$ cat src/hw/rtl/mmc1_pkg.sv
// Shared types and constants for the MMC1 bank mapper.
package mmc1_pkg;

  typedef struct packed {
    logic [1:0]  func;
    logic [15:0] cpu_address;
    logic [7:0]  write_data;
    logic [12:0] pattern_address;
  } req_t;

  typedef struct packed {
    logic [18:0] prg_rom_address;
    logic        prg_valid;
    logic [16:0] chr_rom_address;
    logic        chr_valid;
    logic        vertical_mirroring;
  } res_t;

  typedef enum logic [2:0] {
    ST_IDLE,
    ST_START,
    ST_WAIT,
    ST_APPLY,
    ST_OUT
  } state_t;

  typedef struct packed {
    logic load_req;
    logic start_mod;
    logic apply_write;
    logic load_res;
  } cmd_t;

  typedef struct packed {
    logic mod_busy;
    logic res_free;
  } stat_t;

  localparam logic [1:0] FUNC_WRITE   = 2'd0;
  localparam logic [1:0] FUNC_READ    = 2'd1;
  localparam logic [1:0] FUNC_PATTERN = 2'd2;

  localparam logic [1:0] CFG_MAPPER_MODE = 2'd0;
  localparam logic [1:0] CFG_PRG_BANKS   = 2'd1;
  localparam logic [1:0] CFG_CHR_BANKS   = 2'd2;

  localparam logic [1:0] REG_CONTROL  = 2'd0;
  localparam logic [1:0] REG_CHR_LOW  = 2'd1;
  localparam logic [1:0] REG_CHR_HIGH = 2'd2;
  localparam logic [1:0] REG_PRG      = 2'd3;

  localparam logic [1:0] PRG_MODE_FIX_FIRST = 2'd2;
  localparam logic [1:0] PRG_MODE_FIX_LAST  = 2'd3;
  localparam logic [1:0] MIRROR_VERTICAL    = 2'd2;

  localparam logic [4:0] SHIFT_RESET   = 5'h10;
  localparam logic [4:0] CONTROL_RESET = 5'h0C;
  localparam logic [4:0] CONTROL_LOAD_RESET_BITS = 5'h0C;
  localparam logic [4:0] PRG_32K_MASK  = 5'h0E;

  localparam logic [5:0] PRG_BANKS_RESET = 6'd8;
  localparam logic [5:0] CHR_BANKS_RESET = 6'd8;

endpackage

$ cat src/hw/rtl/mmc1_mod.sv
// Bit-serial remainder unit: 5-bit bank number modulo a bank count.
module mmc1_mod (
  input  logic       clk,
  input  logic       rst,
  input  logic       start,
  input  logic [4:0] dividend,
  input  logic [5:0] divisor,
  output logic       busy,
  output logic [4:0] remainder
);
  logic [4:0] dvd;
  logic [5:0] dvs;
  logic [4:0] rem;
  logic [2:0] steps;
  logic [5:0] rem_sh;
  logic [5:0] rem_next;

  assign rem_sh    = {rem, dvd[4]};
  assign rem_next  = (rem_sh >= dvs) ? (rem_sh - dvs) : rem_sh;
  assign remainder = rem;

  always_ff @(posedge clk) begin
    if (rst) begin
      busy  <= 1'b0;
      steps <= '0;
    end else if (start) begin
      busy  <= 1'b1;
      steps <= 3'd5;
    end else if (busy) begin
      steps <= steps - 3'd1;
      if (steps == 3'd1) begin
        busy <= 1'b0;
      end
    end
  end

  always_ff @(posedge clk) begin
    if (start) begin
      dvd <= dividend;
      dvs <= divisor;
      rem <= '0;
    end else if (busy) begin
      dvd <= {dvd[3:0], 1'b0};
      rem <= rem_next[4:0];
    end
  end

endmodule

$ cat src/hw/rtl/mmc1_dp.sv
// Datapath: configuration, serial load registers, bank remainder and result register.
module mmc1_dp #(
  parameter int MAX_PRG_BANKS    = 32,
  parameter int MAX_CHR_BANKS_4K = 32
) (
  input  logic          clk,
  input  logic          rst,
  input  logic          cfg_write,
  input  logic [1:0]    cfg_index,
  input  logic [5:0]    cfg_data,
  input  mmc1_pkg::req_t req_data,
  input  mmc1_pkg::cmd_t cmd,
  output mmc1_pkg::stat_t stat,
  output logic          res_valid,
  input  logic          res_stall,
  output mmc1_pkg::res_t res_data
);
  import mmc1_pkg::*;

  logic       mapper_mode;
  logic [5:0] prg_banks;
  logic [5:0] chr_banks_4k;

  logic [4:0] serial_shift;
  logic [4:0] control_reg;
  logic [4:0] chr_bank_low;
  logic [4:0] chr_bank_high;
  logic [4:0] prg_bank_reg;

  req_t cur;

  logic [5:0] prg_n;
  logic [5:0] chr_n;
  logic [5:0] cnt8;
  logic [1:0] prg_layout;
  logic [4:0] mod_x;
  logic [5:0] mod_d;
  logic       mod_busy;
  logic [4:0] rem;
  logic [4:0] shifted;
  logic [14:0] off15;
  logic [5:0] bank32;
  logic [4:0] prg_bank;
  logic [16:0] chr_a;
  res_t       res_next;

  assign prg_n = (prg_banks > 6'(MAX_PRG_BANKS)) ? 6'(MAX_PRG_BANKS) : prg_banks;
  assign chr_n = (chr_banks_4k > 6'(MAX_CHR_BANKS_4K)) ? 6'(MAX_CHR_BANKS_4K) : chr_banks_4k;
  assign cnt8  = ((chr_n >> 1) == 6'd0) ? 6'd1 : (chr_n >> 1);
  assign prg_layout = control_reg[3:2];
  assign off15 = cur.cpu_address[14:0];
  assign shifted = {cur.write_data[0], serial_shift[4:1]};

  always_comb begin
    if (cur.func == FUNC_PATTERN) begin
      if (!control_reg[4]) begin
        mod_x = chr_bank_low >> 1;
        mod_d = cnt8;
      end else begin
        mod_x = cur.pattern_address[12] ? chr_bank_high : chr_bank_low;
        mod_d = chr_n;
      end
    end else begin
      mod_x = (prg_layout inside {PRG_MODE_FIX_FIRST, PRG_MODE_FIX_LAST}) ?
              prg_bank_reg : (prg_bank_reg & PRG_32K_MASK);
      mod_d = prg_n;
    end
  end

  mmc1_mod u_mod (
    .clk       (clk),
    .rst       (rst),
    .start     (cmd.start_mod),
    .dividend  (mod_x),
    .divisor   (mod_d),
    .busy      (mod_busy),
    .remainder (rem)
  );

  assign stat.mod_busy = mod_busy;
  assign stat.res_free = !res_valid || !res_stall;

  always_ff @(posedge clk) begin
    if (rst) begin
      mapper_mode  <= 1'b1;
      prg_banks    <= PRG_BANKS_RESET;
      chr_banks_4k <= CHR_BANKS_RESET;
    end else if (cfg_write) begin
      case (cfg_index)
        CFG_MAPPER_MODE: mapper_mode  <= cfg_data[0];
        CFG_PRG_BANKS:   prg_banks    <= cfg_data;
        CFG_CHR_BANKS:   chr_banks_4k <= cfg_data;
        default: ;
      endcase
    end
  end

  always_ff @(posedge clk) begin
    if (cmd.load_req) begin
      cur <= req_data;
    end
  end

  always_ff @(posedge clk) begin
    if (rst) begin
      serial_shift  <= SHIFT_RESET;
      control_reg   <= CONTROL_RESET;
      chr_bank_low  <= '0;
      chr_bank_high <= '0;
      prg_bank_reg  <= '0;
    end else if (cmd.apply_write && cur.func == FUNC_WRITE && mapper_mode) begin
      if (cur.write_data[7]) begin
        serial_shift <= SHIFT_RESET;
        control_reg  <= control_reg | CONTROL_LOAD_RESET_BITS;
      end else if (serial_shift[0]) begin
        serial_shift <= SHIFT_RESET;
        case (cur.cpu_address[14:13])
          REG_CONTROL:  control_reg   <= shifted;
          REG_CHR_LOW:  chr_bank_low  <= shifted;
          REG_CHR_HIGH: chr_bank_high <= shifted;
          REG_PRG:      prg_bank_reg  <= shifted;
          default: ;
        endcase
      end else begin
        serial_shift <= shifted;
      end
    end
  end

  // 32K mode: bank plus the half select, wrapped once
  always_comb begin
    bank32 = {1'b0, rem} + {5'd0, off15[14]};
    if (bank32 >= prg_n) begin
      bank32 = bank32 - prg_n;
    end
  end

  always_comb begin
    if (!off15[14]) begin
      prg_bank = (prg_layout == PRG_MODE_FIX_FIRST) ? 5'd0 : rem;
    end else begin
      prg_bank = (prg_layout == PRG_MODE_FIX_FIRST) ? rem : 5'(prg_n - 6'd1);
    end
  end

  always_comb begin
    if (!mapper_mode) begin
      chr_a = {4'd0, cur.pattern_address};
    end else if (!control_reg[4]) begin
      chr_a = {rem[3:0], cur.pattern_address};
    end else begin
      chr_a = {rem, cur.pattern_address[11:0]};
    end
  end

  always_comb begin
    res_next = '0;
    res_next.vertical_mirroring = (control_reg[1:0] == MIRROR_VERTICAL);
    case (cur.func)
      FUNC_READ: begin
        if (prg_n != 6'd0) begin
          res_next.prg_valid = 1'b1;
          if (!mapper_mode) begin
            res_next.prg_rom_address = {4'd0, off15[14] & (prg_n != 6'd1), off15[13:0]};
          end else if (prg_layout inside {PRG_MODE_FIX_FIRST, PRG_MODE_FIX_LAST}) begin
            res_next.prg_rom_address = {prg_bank, off15[13:0]};
          end else begin
            res_next.prg_rom_address = {bank32[4:0], off15[13:0]};
          end
        end
      end
      FUNC_PATTERN: begin
        if (chr_n == 6'd0) begin
          res_next.chr_rom_address = {4'd0, cur.pattern_address};
        end else begin
          res_next.chr_rom_address = chr_a;
          res_next.chr_valid = ({1'b0, chr_a[16:12]} < chr_n);
        end
      end
      default: ;
    endcase
  end

  always_ff @(posedge clk) begin
    if (rst) begin
      res_valid <= 1'b0;
    end else if (cmd.load_res) begin
      res_valid <= 1'b1;
    end else if (!res_stall) begin
      res_valid <= 1'b0;
    end
  end

  always_ff @(posedge clk) begin
    if (cmd.load_res) begin
      res_data <= res_next;
    end
  end

endmodule

$ cat src/hw/rtl/mmc1_ctrl.sv
// Controller: sequences one request through remainder, register update and result load.
module mmc1_ctrl (
  input  logic            clk,
  input  logic            rst,
  input  logic            req_valid,
  output logic            req_stall,
  input  mmc1_pkg::stat_t stat,
  output mmc1_pkg::cmd_t  cmd
);
  import mmc1_pkg::*;

  state_t state;
  state_t state_next;

  always_ff @(posedge clk) begin
    if (rst) begin
      state <= ST_IDLE;
    end else begin
      state <= state_next;
    end
  end

  always_comb begin
    state_next = state;
    case (state)
      ST_IDLE: begin
        if (req_valid) begin
          state_next = ST_START;
        end
      end
      ST_START: state_next = ST_WAIT;
      ST_WAIT: begin
        if (!stat.mod_busy) begin
          state_next = ST_APPLY;
        end
      end
      ST_APPLY: state_next = ST_OUT;
      ST_OUT: begin
        if (stat.res_free) begin
          state_next = ST_IDLE;
        end
      end
      default: state_next = ST_IDLE;
    endcase
  end

  always_comb begin
    cmd       = '0;
    req_stall = 1'b1;
    case (state)
      ST_IDLE: begin
        req_stall    = 1'b0;
        cmd.load_req = req_valid;
      end
      ST_START: cmd.start_mod   = 1'b1;
      ST_APPLY: cmd.apply_write = 1'b1;
      ST_OUT:   cmd.load_res    = stat.res_free;
      default: ;
    endcase
  end

endmodule

$ cat src/hw/rtl/mmc1_bank_mapper.sv
// MMC1 bank mapper top level: controller plus datapath.
// The controller takes each request from acceptance to its result through the
// start state, the wait on the bit-serial bank remainder unit, the serial load
// register update and the result register load, and only then returns to idle
// to accept the next request. A finished result waits in the result register
// while the next request is accepted and processed; the controller holds in
// its last state only if the previous result is still stalled at that point.
// Configuration (mapper mode, bank counts) is written through the cfg port;
// the user must write it only while the block is idle, as the block does not
// enforce this. Bank counts above the maximum parameters saturate.
module mmc1_bank_mapper #(
  parameter int MAX_PRG_BANKS    = 32,
  parameter int MAX_CHR_BANKS_4K = 32
) (
  input  logic           clk,
  input  logic           rst,
  input  logic           cfg_write,
  input  logic [1:0]     cfg_index,
  input  logic [5:0]     cfg_data,
  input  logic           req_valid,
  output logic           req_stall,
  input  mmc1_pkg::req_t req_data,
  output logic           res_valid,
  input  logic           res_stall,
  output mmc1_pkg::res_t res_data
);
  import mmc1_pkg::*;

  cmd_t  cmd;
  stat_t stat;

  mmc1_ctrl u_ctrl (
    .clk       (clk),
    .rst       (rst),
    .req_valid (req_valid),
    .req_stall (req_stall),
    .stat      (stat),
    .cmd       (cmd)
  );

  mmc1_dp #(
    .MAX_PRG_BANKS    (MAX_PRG_BANKS),
    .MAX_CHR_BANKS_4K (MAX_CHR_BANKS_4K)
  ) u_dp (
    .clk       (clk),
    .rst       (rst),
    .cfg_write (cfg_write),
    .cfg_index (cfg_index),
    .cfg_data  (cfg_data),
    .req_data  (req_data),
    .cmd       (cmd),
    .stat      (stat),
    .res_valid (res_valid),
    .res_stall (res_stall),
    .res_data  (res_data)
  );

endmodule
$ cat config.mk
export PLATFORM = sky130hd
export DESIGN_NAME = mmc1_bank_mapper
export DESIGN_NICKNAME = d
export VERILOG_FILES = /design/src/hw/rtl/mmc1_pkg.sv /design/src/hw/rtl/mmc1_mod.sv /design/src/hw/rtl/mmc1_dp.sv /design/src/hw/rtl/mmc1_ctrl.sv /design/src/hw/rtl/mmc1_bank_mapper.sv
export SDC_FILE = /design/constraint.sdc
export NUM_CORES = 1
export LEC_CHECK = 0
export BUFFER_PORTS_ARGS = -buffer_cell sky130_fd_sc_hd__buf_2
export CAP_MARGIN = 5
export CELL_PAD_IN_SITES_DETAIL_PLACEMENT = 0
export CELL_PAD_IN_SITES_GLOBAL_PLACEMENT = 1
export CORE_ASPECT_RATIO = 0.8
export CORE_UTILIZATION = 45
export CTS_CLUSTER_DIAMETER = 150
export DETAILED_ROUTE_END_ITERATION = 8
export PLACE_DENSITY = 0.89
export SLEW_MARGIN = 20
export SYNTH_ARGS = -nofsm -noshare
export SYNTH_HDL_FRONTEND = slang
export SYNTH_SLANG_ARGS = --single-unit
$ cat constraint.sdc
create_clock -name clk -period 3.45 [get_ports clk]
set_clock_uncertainty 0.15 [all_clocks]
set_input_delay 0.69 -clock clk [delete_from_list [all_inputs] [get_ports clk]]
set_output_delay 0.69 -clock clk [all_outputs]
set_load 0.01 [all_outputs]
======== Word-level counts from Yosys, hierarchy flattened ========
Index checks and enable logic that the tools add are counted.
word-level totals
  bits in registers ....................... 139
  input port bits ......................... 52
  output and inout bits ................... 41
  logic and storage cells ................. 133
operators by class
  add/sub/neg operators ................... 5
  order comparisons ....................... 5
  eq/ne operators ......................... 20
  multiplexer cells ....................... 43
  bitwise gates (word level) .............. 3
  reduce and logical (&&, ||, !) cells .... 29
operator list
  kind                count
  $mux 5              14
  $mux 17             2
  $mux 6              4
  $mux 19             1
  $reduce_and 4->1    4
  $mux 15             1
  $mux 3              5
  $pmux 3 s5          1
  $eq 2x2->1 const B  7
  $mux 13             1
  $ge 6x6->1          2
  $gt 6x6->1 const B  2
  $logic_not 6->1     2
  $mux 4              3
  $mux 1              11
  $sub 5x5->5         2
  $reduce_and 3->1    3
  $reduce_and 2->1    4
  $reduce_bool 2->1   4
  $add 5x1->6         1
  $eq 2x1->1 const B  3
  $eq 3x1->1 const B  2
  $eq 3x2->1 const B  2
  $logic_not 2->1     3
  other kinds (15)    21

======== Logic depth before layout (Yosys ltp) ========
Gate-level depths: netlist of run 1.
  depth after elaboration ................. 7
  gate-level depth with buffers ........... 10

======== Cells and area by module ========
From an unflattened synthesis of run 1, not the netlist that was laid out.
unflattened totals
  cells, all modules ...................... 544
  area total of the unflattened synthesis .. 6223.5 um2
by module, submodules not included
  module     times used  cells each  area an instance (um2)  seq. area each (um2)
  mmc1_dp    1           432         4996.0                  2912.8
  mmc1_mod   1           95          1058.5                  510.5
  mmc1_ctrl  1           17          168.9                   60.1

======== Worst setup path after synthesis of run 1 ========
OpenSTA, ideal clock, no wires.
  kind .................................... input -> register
  start ................................... input res_stall
  end ..................................... register, netlist name u_dp.res_data[0]
  setup time .............................. 0.448 ns
  arrival time ............................ 2.629 ns
  data required time ...................... 2.852 ns
  path slack .............................. 0.223 ns
  stages .................................. 1
  cell sequence ........................... a21oi_1
between the ends
  cells in the longest elaborated chain, start to end .. 3
ends and longest elaborated chain
  item              RTL line                text
  start, declared   mmc1_bank_mapper.sv:24  input logic res_stall,
  $logic_not 1->1   mmc1_dp.sv:81           assign stat.res_free = !res_valid || !res_stall;
  $logic_or 1x1->1  mmc1_dp.sv:81
  $mux 1            mmc1_ctrl.sv:50         case (state)
No other way between the ends.
A chain may end at the register's enable or synchronous reset.

======== Final worst setup path of run 1 ========
  start ................................... register u_dp.cur[35] (netlist bit)
  end ..................................... register, netlist name u_dp.res_data[34]
between the ends
  cells in the longest elaborated chain, start to end .. 5
  elaborated cells between the ends (all ways) .. 8
ends and longest elaborated chain
  item                                              RTL line                        text
  start, declared                                   mmc1_dp.sv:30                   req_t cur;
  start signal, assigned                            mmc1_dp.sv:100                  cur <= req_data;
  $add 5x1->6                                       mmc1_dp.sv:132                  bank32 = {1'b0, rem} + {5'd0, off15[14]};
  $sub 5x5->5 / $ge 6x6->1 (equally long branches)  mmc1_dp.sv:134, mmc1_dp.sv:133
  $mux 5                                            mmc1_dp.sv:133                  if (bank32 >= prg_n) begin
  $mux 19                                           mmc1_dp.sv:165                  end else if (prg_layout inside {PRG_MODE_FIX_FIRST, PRG_MODE_FIX_LAST}) begin
  $mux 15 *                                         mmc1_dp.sv:163                  if (!mapper_mode) begin
Every way passes the cells marked *; elsewhere a longest branch is shown, timed or not.

==> key figures, run 1 <==
Pwr
  • PD cells: 662 nW/µm²
  • Leak: 3.13 nW
  • Total power: 4.94 mW
  • IR Drop Worst-Case VDD: 0.485 mV

Floorplan
  • Die ar.: 14300 µm²
  • IO Pins: 93
  • Die X: 133 µm
  • Row count: 38
  • Starting Density: 46.0%
  • Core box area: 13500 µm²
  • Die Y: 107 µm

CTS
  • CTS Hold Bufs: 0
  • CTS Sinks: 133
  • CTS buffer count: 17
  • CTS clk-pin slew, worst paths: 70 ps
  • CTS Buffer Depth: 2
  • TritonCTS clock tree: built
  • H-tree levels: 4
  • Setup bufs post-CTS: 0
  • Root buf cell: clkbuf_16
  • Clk_lat worst skew: 420 ps
  • Post-cts sizing count: 0

Synthesis
  • Number of synthesized flops with an enable pin: 82
  • Cells after synthesis: 553
  • Top cells by count, synth: 82 x edfxtp_1, 61 x nor2_1, 51 x dfxtp_1, 48 x mux2i_1, 38 x nand2_1
  • Yosys warns: 0
  • Syn Nets: 630
  • Cell variety after synth: 60
  • Post-Syn Area per Cell: 11.2 µm²
  • #FFs+latches synth: 133
  • Synth top area share: 39.6%
  • Sequential element share of the synthesized area: 56.1%
  • Ys async rst share: 0%
  • Most used DFF post-synth: edfxtp_1
  • Area leader, netlist: edfxtp_1
  • Area contributors post-synth: edfxtp_1 40%, dfxtp_1 16%, mux2i_1 7.7%
  • Synthesized area: 6210 µm²
  • Most numerous cell in the Yosys netlist: edfxtp_1

Global route
  • Initial antenna violation count: 0
  • GRT Util Overall: 20.8%
  • Largest net degree at the start of global routing: 47
  • Number of global-route vias before repair: 4551
  • Remaining Overflow, GRT: 0
  • First-pass GRT wire length: 22.8 mm

Critical path
  • Nature of the critical path startpoint: register
  • Worst-path fanout max: 3
  • Critical Path AT: 3050 ps
  • CP Class: reg2reg
  • Setup crit end kind: register
  • Worst EP required: 3460 ps

STA
  • Final hold violations: 0
  • RSZ-0062 raised after global routing: false
  • Slew Limit Fails: 0
  • Max_slew headroom: 41.5%
  • Final setup vio count: 0
  • Post-layout min period: 3040 ps
  • Fmax: 329 MHz
  • Post-Route Setup TNS: 0 ps
  • Worst Tran Pin Value: 868 ps
  • Crit share post-route: 88.1%

Finish
  • Fillers: 1138
  • Share of cells above drive strength 1: 22.1%
  • Fin cells: 827
  • Largest register FFs: 39
  • Multi-input gate area: 2520 µm²
  • Largest Register: u_dp.res_data
  • Final Util: 55.3%
  • Largest regs: u_dp.res_data (39), u_dp.cur (32)
  • Area occupied by registers: 3480 µm²
  • Layout area overhead: 20.1%
  • Final net count: 711
  • Antenna cells: 0

Drt
  • Final WL: 13.9 mm
  • Met3 routed WL: 715 µm
  • Wl on met1: 6.24 mm
  • Number of DRC markers in iteration 0: 444
  • ANT nets after route: 0
  • Vias per cell: 5.29
  • Via count of the routed design: 4376
  • First-pass DRT Iterations: 5
  • DRC Markers: 0
  • Routed len/inst: 16.8 µm
  • Routed wl met2: 6.75 mm
  • Uppermost layer routed: met4

Placed design
  • DP HPWL: 9.48 mm
  • GPL Wtd Cong: 0.947
  • I/O Buffers: 85
  • Placed Instances: 795

Status
  • Status: finished clean

Flow run
  • Max-cap viol count: 0

Hold path
  • Worst hold path class: in2reg
-- final cells by class --
type	instances	share of cell area (%)
multi-input combinational	364	33.8
sequential	133	46.7
clock inverter	15	3.05
clock buffer	17	5.70
inverter	25	1.26
timing repair buffer	93	6.51
tap	180	3.02
-- kinds of logic after synthesis --
logic type      synth area share (%)
fa+ha+maj                       5.28
compound gates                  9.79
xor+xnor                        1.83
buf+inv                         3.57
mux                             7.92
flops                           56.1
simple gates                    15.5
-- layer usage --
metal | global-route usage (%) | up-vias
met1 | 26.3 | 2112
met4 | 7.47 | 0
met3 | 5.48 | 14
met2 | 34.3 | 113
met5 | 0 | -
li1 | - | 2137
-- metrics by stage --
step | setup slack (ps) | hold WS (ps) | area (µm²)
3_5_place_dp | 444 | 330 | 6810
3_3_place_gp | 460 | 318 | 6810
4_1_cts | 418 | 282 | 7460
2_1_floorplan | 223 | 304 | 6210
5_1_grt | 262 | 272 | 7460
6_report | 411 | 292 | 7460
-- critical path, stage by stage (launching register included) --
cell and delay (ps):
edfxtp_1 390, ha_1 230, ha_1 300, inv_1 70, fa_1 430, and2b_1 230, o31a_1 220, o21ai_0 140
a311o_1 370, o221a_1 270
-- layout by cell type (no fill, tap or decap), drive strengths merged, types with 22 or more instances in the layout --
master and count:
inv 33, nand2 38, mux2i 48, buf 93, and2 26, nor2 61
o21ai 22, a21oi 29, ha 23, edfxtp 82, dfxtp 51
-- final timing paths --
path / from / end / slack, ps / depth (start not counted)
min reg2reg: u_dp.u_mod.steps[1]$_SDFFE_PP0P_ / u_dp.u_mod.steps[1]$_SDFFE_PP0P_ / 330 / 2
max: u_dp.cur[35]$_DFFE_PP_ / u_dp.res_data[34]$_SDFFCE_PN0P_ / 410 / 9
max reg2reg: u_dp.cur[35]$_DFFE_PP_ / u_dp.res_data[34]$_SDFFCE_PN0P_ / 410 / 9
min: req_data[27] / u_dp.cur[27]$_DFFE_PP_ / 290 / 1
-- where the power goes --
group          internal, mW  switching, mW
clock network          1.19          0.785
registers              1.81          0.108
logic                 0.459          0.591
No activity file was read; power rests on OpenSTA's default activity.
==> inputs of run 2 (changes only) <==
--- a/config.mk
+++ b/config.mk
@@ -16,2 +16,3 @@
 export PLACE_DENSITY = 0.89
+export SETUP_SLACK_MARGIN = 0.3
 export SLEW_MARGIN = 20
==> constraint.sdc (replaced) <==
create_clock -name clk -period 3.1 [get_ports clk]
set_clock_uncertainty 0.15 [all_clocks]
set_input_delay 0.155 -clock clk [delete_from_list [all_inputs] [get_ports clk]]
set_output_delay 0.155 -clock clk [all_outputs]
set_load 0.01 [all_outputs]
==> run 2 against run 1 <==
Maximum frequency grew 3.7%. Global-route usage increased by 0.37 points. Cell count rose by 5.8%. Combinational power rose by 31%.
==> key figures, run 2 (synthesis gave the netlist of run 1 again) <==
Status
  • Status: finished clean

Drt
  • Routed len/inst: 16.8 µm
  • ANT nets after route: 0
  • Vias per cell: 5.32
  • Number of DRC markers in iteration 0: 439
  • Via count of the routed design: 4655
  • Final WL: 14.7 mm
  • DRC Markers: 0
  • First-pass DRT Iterations: 5

Floorplan
  • Die Y: 107 µm
  • IO Pins: 93
  • Die ar.: 14300 µm²
  • Row count: 38
  • Starting Density: 46.0%
  • Die X: 133 µm
  • Core box area: 13500 µm²

Finish
  • Layout area overhead: 28.6%
  • Fillers: 1060
  • Largest register FFs: 39
  • Antenna cells: 0
  • Multi-input gate area: 2650 µm²
  • Share of cells above drive strength 1: 24.0%
  • Area occupied by registers: 3480 µm²
  • Commonest cells after routing, fill and taps aside: 85 x buf_2, 82 x edfxtp_1, 60 x nor2_1
  • Largest Register: u_dp.res_data
  • Largest regs: u_dp.res_data (39), u_dp.cur (32)
  • Final net count: 759
  • Commonest non-fill, non-tap cell in the layout: buf_2

Critical path
  • Slowest-stage cell, CP: edfxtp_1
  • CP cell instances: ha_4 -> buf_4 -> nand3_1 -> xnor2_2 -> ha_4 -> and3_4 -> a31o_4 -> o31ai_4 -> mux2i_2 -> a211oi_2
  • Nature of the critical path startpoint: register
  • Setup crit end kind: register
  • CP Class: reg2reg
  • Most frequent CP cell: ha_4
  • Worst R2R Setup Slack: 170 ps
  • FF-to-FF Start: u_dp.cur[35]$_DFFE_PP_
  • Crit path buffers/inverters: 1
  • Worst path max stage delay: 400 ps
  • Crit-path leading delay family: compound AO/OA/AOI/OAI gates
  • Worst-path fanout max: 4
  • Worst EP required: 3110 ps
  • Critical Path AT: 2940 ps
  • R2R Path End: u_dp.res_data[36]$_SDFFCE_PN0P_
  • Cells on worst reg2reg path: 10

STA
  • Max_slew headroom: 42.9%
  • Fmax: 341 MHz
  • RSZ-0062 raised after global routing: true
  • Post-layout min period: 2930 ps
  • Crit share post-route: 94.5%
  • Final hold violations: 0
  • WHS: 182 ps
  • Final setup vio count: 0
  • Post-Route Setup TNS: 0 ps
  • Slew Limit Fails: 0
  • Worst Tran Pin Value: 857 ps

CTS
  • TritonCTS clock tree: built
  • H-tree levels: 4
  • Clk_lat worst skew: 420 ps
  • CTS clk-pin slew, worst paths: 60 ps
  • Root buf cell: clkbuf_16
  • CTS buffer count: 17
  • CTS Buffer Depth: 2
  • CTS Sinks: 133

Global route
  • GRT Util Overall: 21.2%
  • Initial antenna violation count: 0
  • Remaining Overflow, GRT: 0
  • Largest net degree at the start of global routing: 47
  • Number of global-route vias before repair: 4546
  • First-pass GRT wire length: 23.1 mm

Pwr
  • IR Drop Worst-Case VDD: 0.445 mV
  • PD cells: 692 nW/µm²
  • Leak: 3.31 nW

Hold path
  • Worst hold path class: in2reg
  • Hold Path Sink: u_dp.prg_bank_reg[0]$_SDFFE_PP0P_
  • Hold depth: 2
  • Min-delay src: rst

Placed design
  • I/O Buffers: 85
  • GPL Wtd Cong: 0.973
  • DP HPWL: 9.51 mm

Flow run
  • Max-cap viol count: 0
run 2: changes by cell type in the layout (fill, tap and decap cells not counted), sizes merged:
| cell | before | now |
|---|---|---|
| buf | 93 | 100 |
| bufinv | 3 | 1 |
| clkinv | 4 | 5 |
| clkinvlp | 0 | 1 |
| dlygate4sd3 | 0 | 41 |
run 2: power breakdown:
part | leakage (nW) | internal (mW) | total, mW | switching [mW]
clock network | 0.287 | 1.14 | 1.99 | 0.847
logic | 1.84 | 0.668 | 1.38 | 0.709
registers | 1.18 | 2.02 | 2.16 | 0.146
run 2: per-layer routing:
layer | wire length [µm] | GRT usage, % | vias up | part of all wire (%)
met5 | 0 | 0 | - | 0
met1 | 6380 | 27.0 | 2245 | 44
li1 | - | - | 2244 | -
met2 | 7310 | 34.7 | 142 | 50
met3 | 725 | 4.44 | 24 | 4.9
met4 | 239 | 9.50 | 0 | 1.6
run 2: final cells by class:
cell class | instances | area share (%)
well taps | 180 | 2.82
clock inverters | 15 | 2.01
repair buffers | 141 | 11.9
inverters | 25 | 1.18
flip-flops and latches | 133 | 43.6
clock buffers | 17 | 5.33
multi-input cells | 364 | 33.2
run 2: worst reg2reg max path: stages (launching register included):
cell and delay [ps]:
edfxtp_1 400, ha_4 170, buf_4 110, nand3_1 140, xnor2_2 270, ha_4 260
and3_4 190, a31o_4 240, o31ai_4 370, mux2i_2 300, a211oi_2 90
run 2: worst max path at each step:
stage | start | to | cells after the start
finish | u_dp.cur[35]$_DFFE_PP_ | u_dp.res_data[36]$_SDFFCE_PN0P_ | 10
global placement | u_dp.cur[35]$_DFFE_PP_ | u_dp.res_data[34]$_SDFFCE_PN0P_ | 9
detailed placement | u_dp.cur[35]$_DFFE_PP_ | u_dp.res_data[36]$_SDFFCE_PN0P_ | 10
global route | u_dp.u_mod.remainder[0]$_SDFFE_PP0P_ | u_dp.res_data[36]$_SDFFCE_PN0P_ | 10
floorplan | u_dp.cur[35]$_DFFE_PP_ | u_dp.res_data[34]$_SDFFCE_PN0P_ | 9
CTS | u_dp.cur[35]$_DFFE_PP_ | u_dp.res_data[36]$_SDFFCE_PN0P_ | 9
run 2: what timing repair did:
item	CTS	global route
pin swaps	7	13
hold buffers	41	0
endpoints found under the hold margin	48	0
setup endpoints to repair	5	5
resized for setup	7	15
cloned	0	0
buffers inserted	4	2
run 2: through the flow:
stage | power, mW | utilization, % | setup WS [ps] | cells | instance area, µm²
final | 5.53 | 59.1 | 169 | 875 | 7990
after global placement | 3.26 | 50.5 | 218 | 796 | 6820
after global routing | 5.78 | 59.1 | 59.4 | 875 | 7990
after floorplan | 3.01 | - | 309 | 553 | 6220
after CTS | 5.40 | 58.4 | 194 | 873 | 7880
after detailed placement | 3.31 | 50.5 | 148 | 796 | 6820
==> inputs of run 3 (changes only) <==
ABC_AREA = 1   (was default)
CORE_UTILIZATION = 43   (was 45)
==> run 3 against run 2 <==
Worst hold slack lost 170 ps. Routed wire length grew 3.8%. Clock power is essentially flat. Cell count grew 17%. Count of clock-buffer cells in the layout grew 1. Via count grew 11%. Global-route usage grew 0.42 points. Largest cell class unchanged. Highest routed layer unchanged.
==> key figures, run 3 <==
Status
  • Status: finished clean

CTS
  • Clk_lat worst skew: 410 ps
  • CTS clk-pin slew, worst paths: 60 ps
  • TritonCTS clock tree: built
  • CTS Sinks: 133
  • Root buf cell: clkbuf_16
  • CTS Buffer Depth: 2
  • H-tree levels: 4
  • CTS buffer count: 17

STA
  • Max_slew headroom: 50.1%
  • Post-Route Setup TNS: 0 ps
  • RSZ-0062 raised after global routing: false
  • Final hold violations: 0
  • Fmax: 375 MHz
  • Worst Tran Pin Value: 748 ps
  • Slew Limit Fails: 0
  • Final setup vio count: 0
  • Final worst setup slack: 430 ps
  • Post-layout min period: 2670 ps
  • Crit share post-route: 86.1%

Floorplan
  • Row count: 38
  • Die X: 137 µm
  • Die ar.: 15000 µm²
  • Core box area: 13800 µm²
  • Starting Density: 45.0%
  • Die Y: 110 µm
  • IO Pins: 93

Finish
  • Largest Register: u_dp.res_data
  • Fillers: 1201
  • Largest regs: u_dp.res_data (39), u_dp.cur (32)
  • Share of cells above drive strength 1: 17.8%
  • Final net count: 906
  • Largest register FFs: 39
  • Multi-input gate area: 2300 µm²
  • Commonest non-fill, non-tap cell in the layout: nand2_1
  • Commonest cells after routing, fill and taps aside: 122 x nand2_1, 103 x inv_1, 86 x nor2_1
  • Layout area overhead: 27.5%
  • Antenna cells: 0
  • Area occupied by registers: 3480 µm²

Synthesis
  • Area leader, netlist: edfxtp_1
  • Cells after synthesis: 686
  • Sequential element share of the synthesized area: 56.0%
  • Number of synthesized flops with an enable pin: 82
  • Cell variety after synth: 43
  • Ys async rst share: 0%
  • Yosys warns: 0
  • Top cells by count, synth: 123 x nand2_1, 105 x inv_1, 89 x nor2_1, 82 x edfxtp_1, 51 x dfxtp_1
  • Most numerous cell in the Yosys netlist: nand2_1
  • Synthesized area: 6220 µm²
  • Post-Syn Area per Cell: 9.07 µm²
  • Area contributors post-synth: edfxtp_1 40%, dfxtp_1 16%, nand2_1 7.4%
  • Syn Nets: 763
  • #FFs+latches synth: 133
  • Synth top area share: 39.6%
  • Most used DFF post-synth: edfxtp_1

Hold path
  • Worst hold path class: in2reg
  • Min-delay src: rst
  • Hold Path Sink: u_dp.control_reg[1]$_SDFFE_PP0P_
  • Hold depth: 2

Global route
  • Number of global-route vias before repair: 4990
  • Remaining Overflow, GRT: 0
  • Initial antenna violation count: 0
  • GRT Util Overall: 21.6%
  • First-pass GRT wire length: 24.4 mm
  • Largest net degree at the start of global routing: 40

Drt
  • Vias per cell: 5.05
  • Number of DRC markers in iteration 0: 514
  • Final WL: 15.2 mm
  • ANT nets after route: 0
  • First-pass DRT Iterations: 5
  • Via count of the routed design: 5161
  • DRC Markers: 0
  • Routed len/inst: 14.9 µm

Placed design
  • I/O Buffers: 85
  • DP HPWL: 10.6 mm
  • GPL Wtd Cong: 0.885
  • Pre-CTS WS: 344 ps

Critical path
  • CP Class: reg2reg
  • R2R Path End: u_dp.res_data[36]$_SDFFCE_PN0P_
  • Worst R2R Setup Slack: 430 ps
  • Worst EP required: 3110 ps
  • Nature of the critical path startpoint: register
  • Critical Path AT: 2680 ps
  • Cells on worst reg2reg path: 14
  • Worst-path fanout max: 5
  • FF-to-FF Start: u_dp.cur[35]$_DFFE_PP_
  • CP startpoint: u_dp.cur[35]$_DFFE_PP_
  • Setup crit end kind: register

Pwr
  • PD cells: 671 nW/µm²
  • Leak: 3.45 nW
  • IR Drop Worst-Case VDD: 0.392 mV
  • NetSw: 1.63 mW
  • Reg power frac: 40.3%
  • Logic pwr share: 22.4%
  • Sw frac: 30.6%
  • Cell Int Power: 3.69 mW
  • Clock share of power: 37.3%

Flow run
  • Max-cap viol count: 0
## run 3: cell count changes after synthesis, sizes merged, moves of 12 or more
cell    before  now
inv         24  106
and2        26    0
mux2i       48    0
o21ai       22   44
nand3       12   34
nand2       38  124
a21oi       29   41
nand4        3   15
nor2        61   93
clkbuf      25   10
## run 3: timing repair
action	CTS	global route
hold buffers	43	0
endpoints found under the setup margin	0	5
gates resized for setup	0	9
hold endpoints to repair	47	0
buffers inserted	0	1
## run 3: critical path, cell delays in order (launching register included)
cell and delay (ps):
edfxtp_1 370, ha_2 210, ha_1 190, nand3_1 140
xor2_2 200, ha_1 320, nand2_1 70, inv_1 60
a21oi_2 180, nand3_2 140, buf_4 160, nand2_1 50
nand3_1 80, nand2_1 70, nor2_1 40
## run 3: stage by stage
step	cell area, µm²	util (%)	hold slack, ps	instances	power (mW)
5_1_grt	7940	57.4	42.3	1022	5.60
3_3_place_gp	6890	49.8	181	946	3.23
3_5_place_dp	6890	49.8	183	946	3.27
6_report	7940	57.4	10.8	1022	5.32
4_1_cts	7900	57.1	7.99	1021	5.27
2_1_floorplan	6230	-	96.0	686	2.96
## run 3: worst max-delay path by stage
stage / endpoint / slack [ps] / depth (start not counted)
after floorplan: u_dp.cur[0]$_DFFE_PP_ / 570 / 3
after global placement: u_dp.res_data[36]$_SDFFCE_PN0P_ / 390 / 15
after detailed placement: u_dp.res_data[34]$_SDFFCE_PN0P_ / 340 / 15
after CTS: u_dp.res_data[36]$_SDFFCE_PN0P_ / 330 / 15
after global routing: u_dp.res_data[36]$_SDFFCE_PN0P_ / 260 / 14
final: u_dp.res_data[36]$_SDFFCE_PN0P_ / 430 / 14
## run 3: per-layer routing
layer,track usage [%],wire length [µm]
met4,7.54,184
met3,4.89,836
met5,0,0
met2,35.4,7380
met1,28.1,6820
## run 3: kinds of logic after synthesis
group,Yosys count,synth area share (%)
buffers and inverters,124,7.56
AOI/OAI and AO/OA,107,9.59
adders and majority gates,25,5.27
xor gates and xnor gates,8,1.13
and+or+nand+nor,289,20.5
DFF,133,56.0
## run 3: power groups by stage
stage                     registers (mW)  clock network (mW)  logic [mW]
after global placement              2.17                   0        1.06
after detailed placement            2.18                   0        1.09
after floorplan                     2.14                   0       0.827
after CTS                           2.14                1.99        1.14
after global routing                2.16                2.08        1.36
final                               2.14                1.99        1.19
## run 3: area by class of cell
type / instances / area share (%)
clock buffers: 18 / 5.41
clock inverters: 14 / 1.91
inverters: 111 / 5.27
multi-input cells: 429 / 29.0
flip-flops and latches: 133 / 43.9
well taps: 180 / 2.84
repair buffers: 137 / 11.6
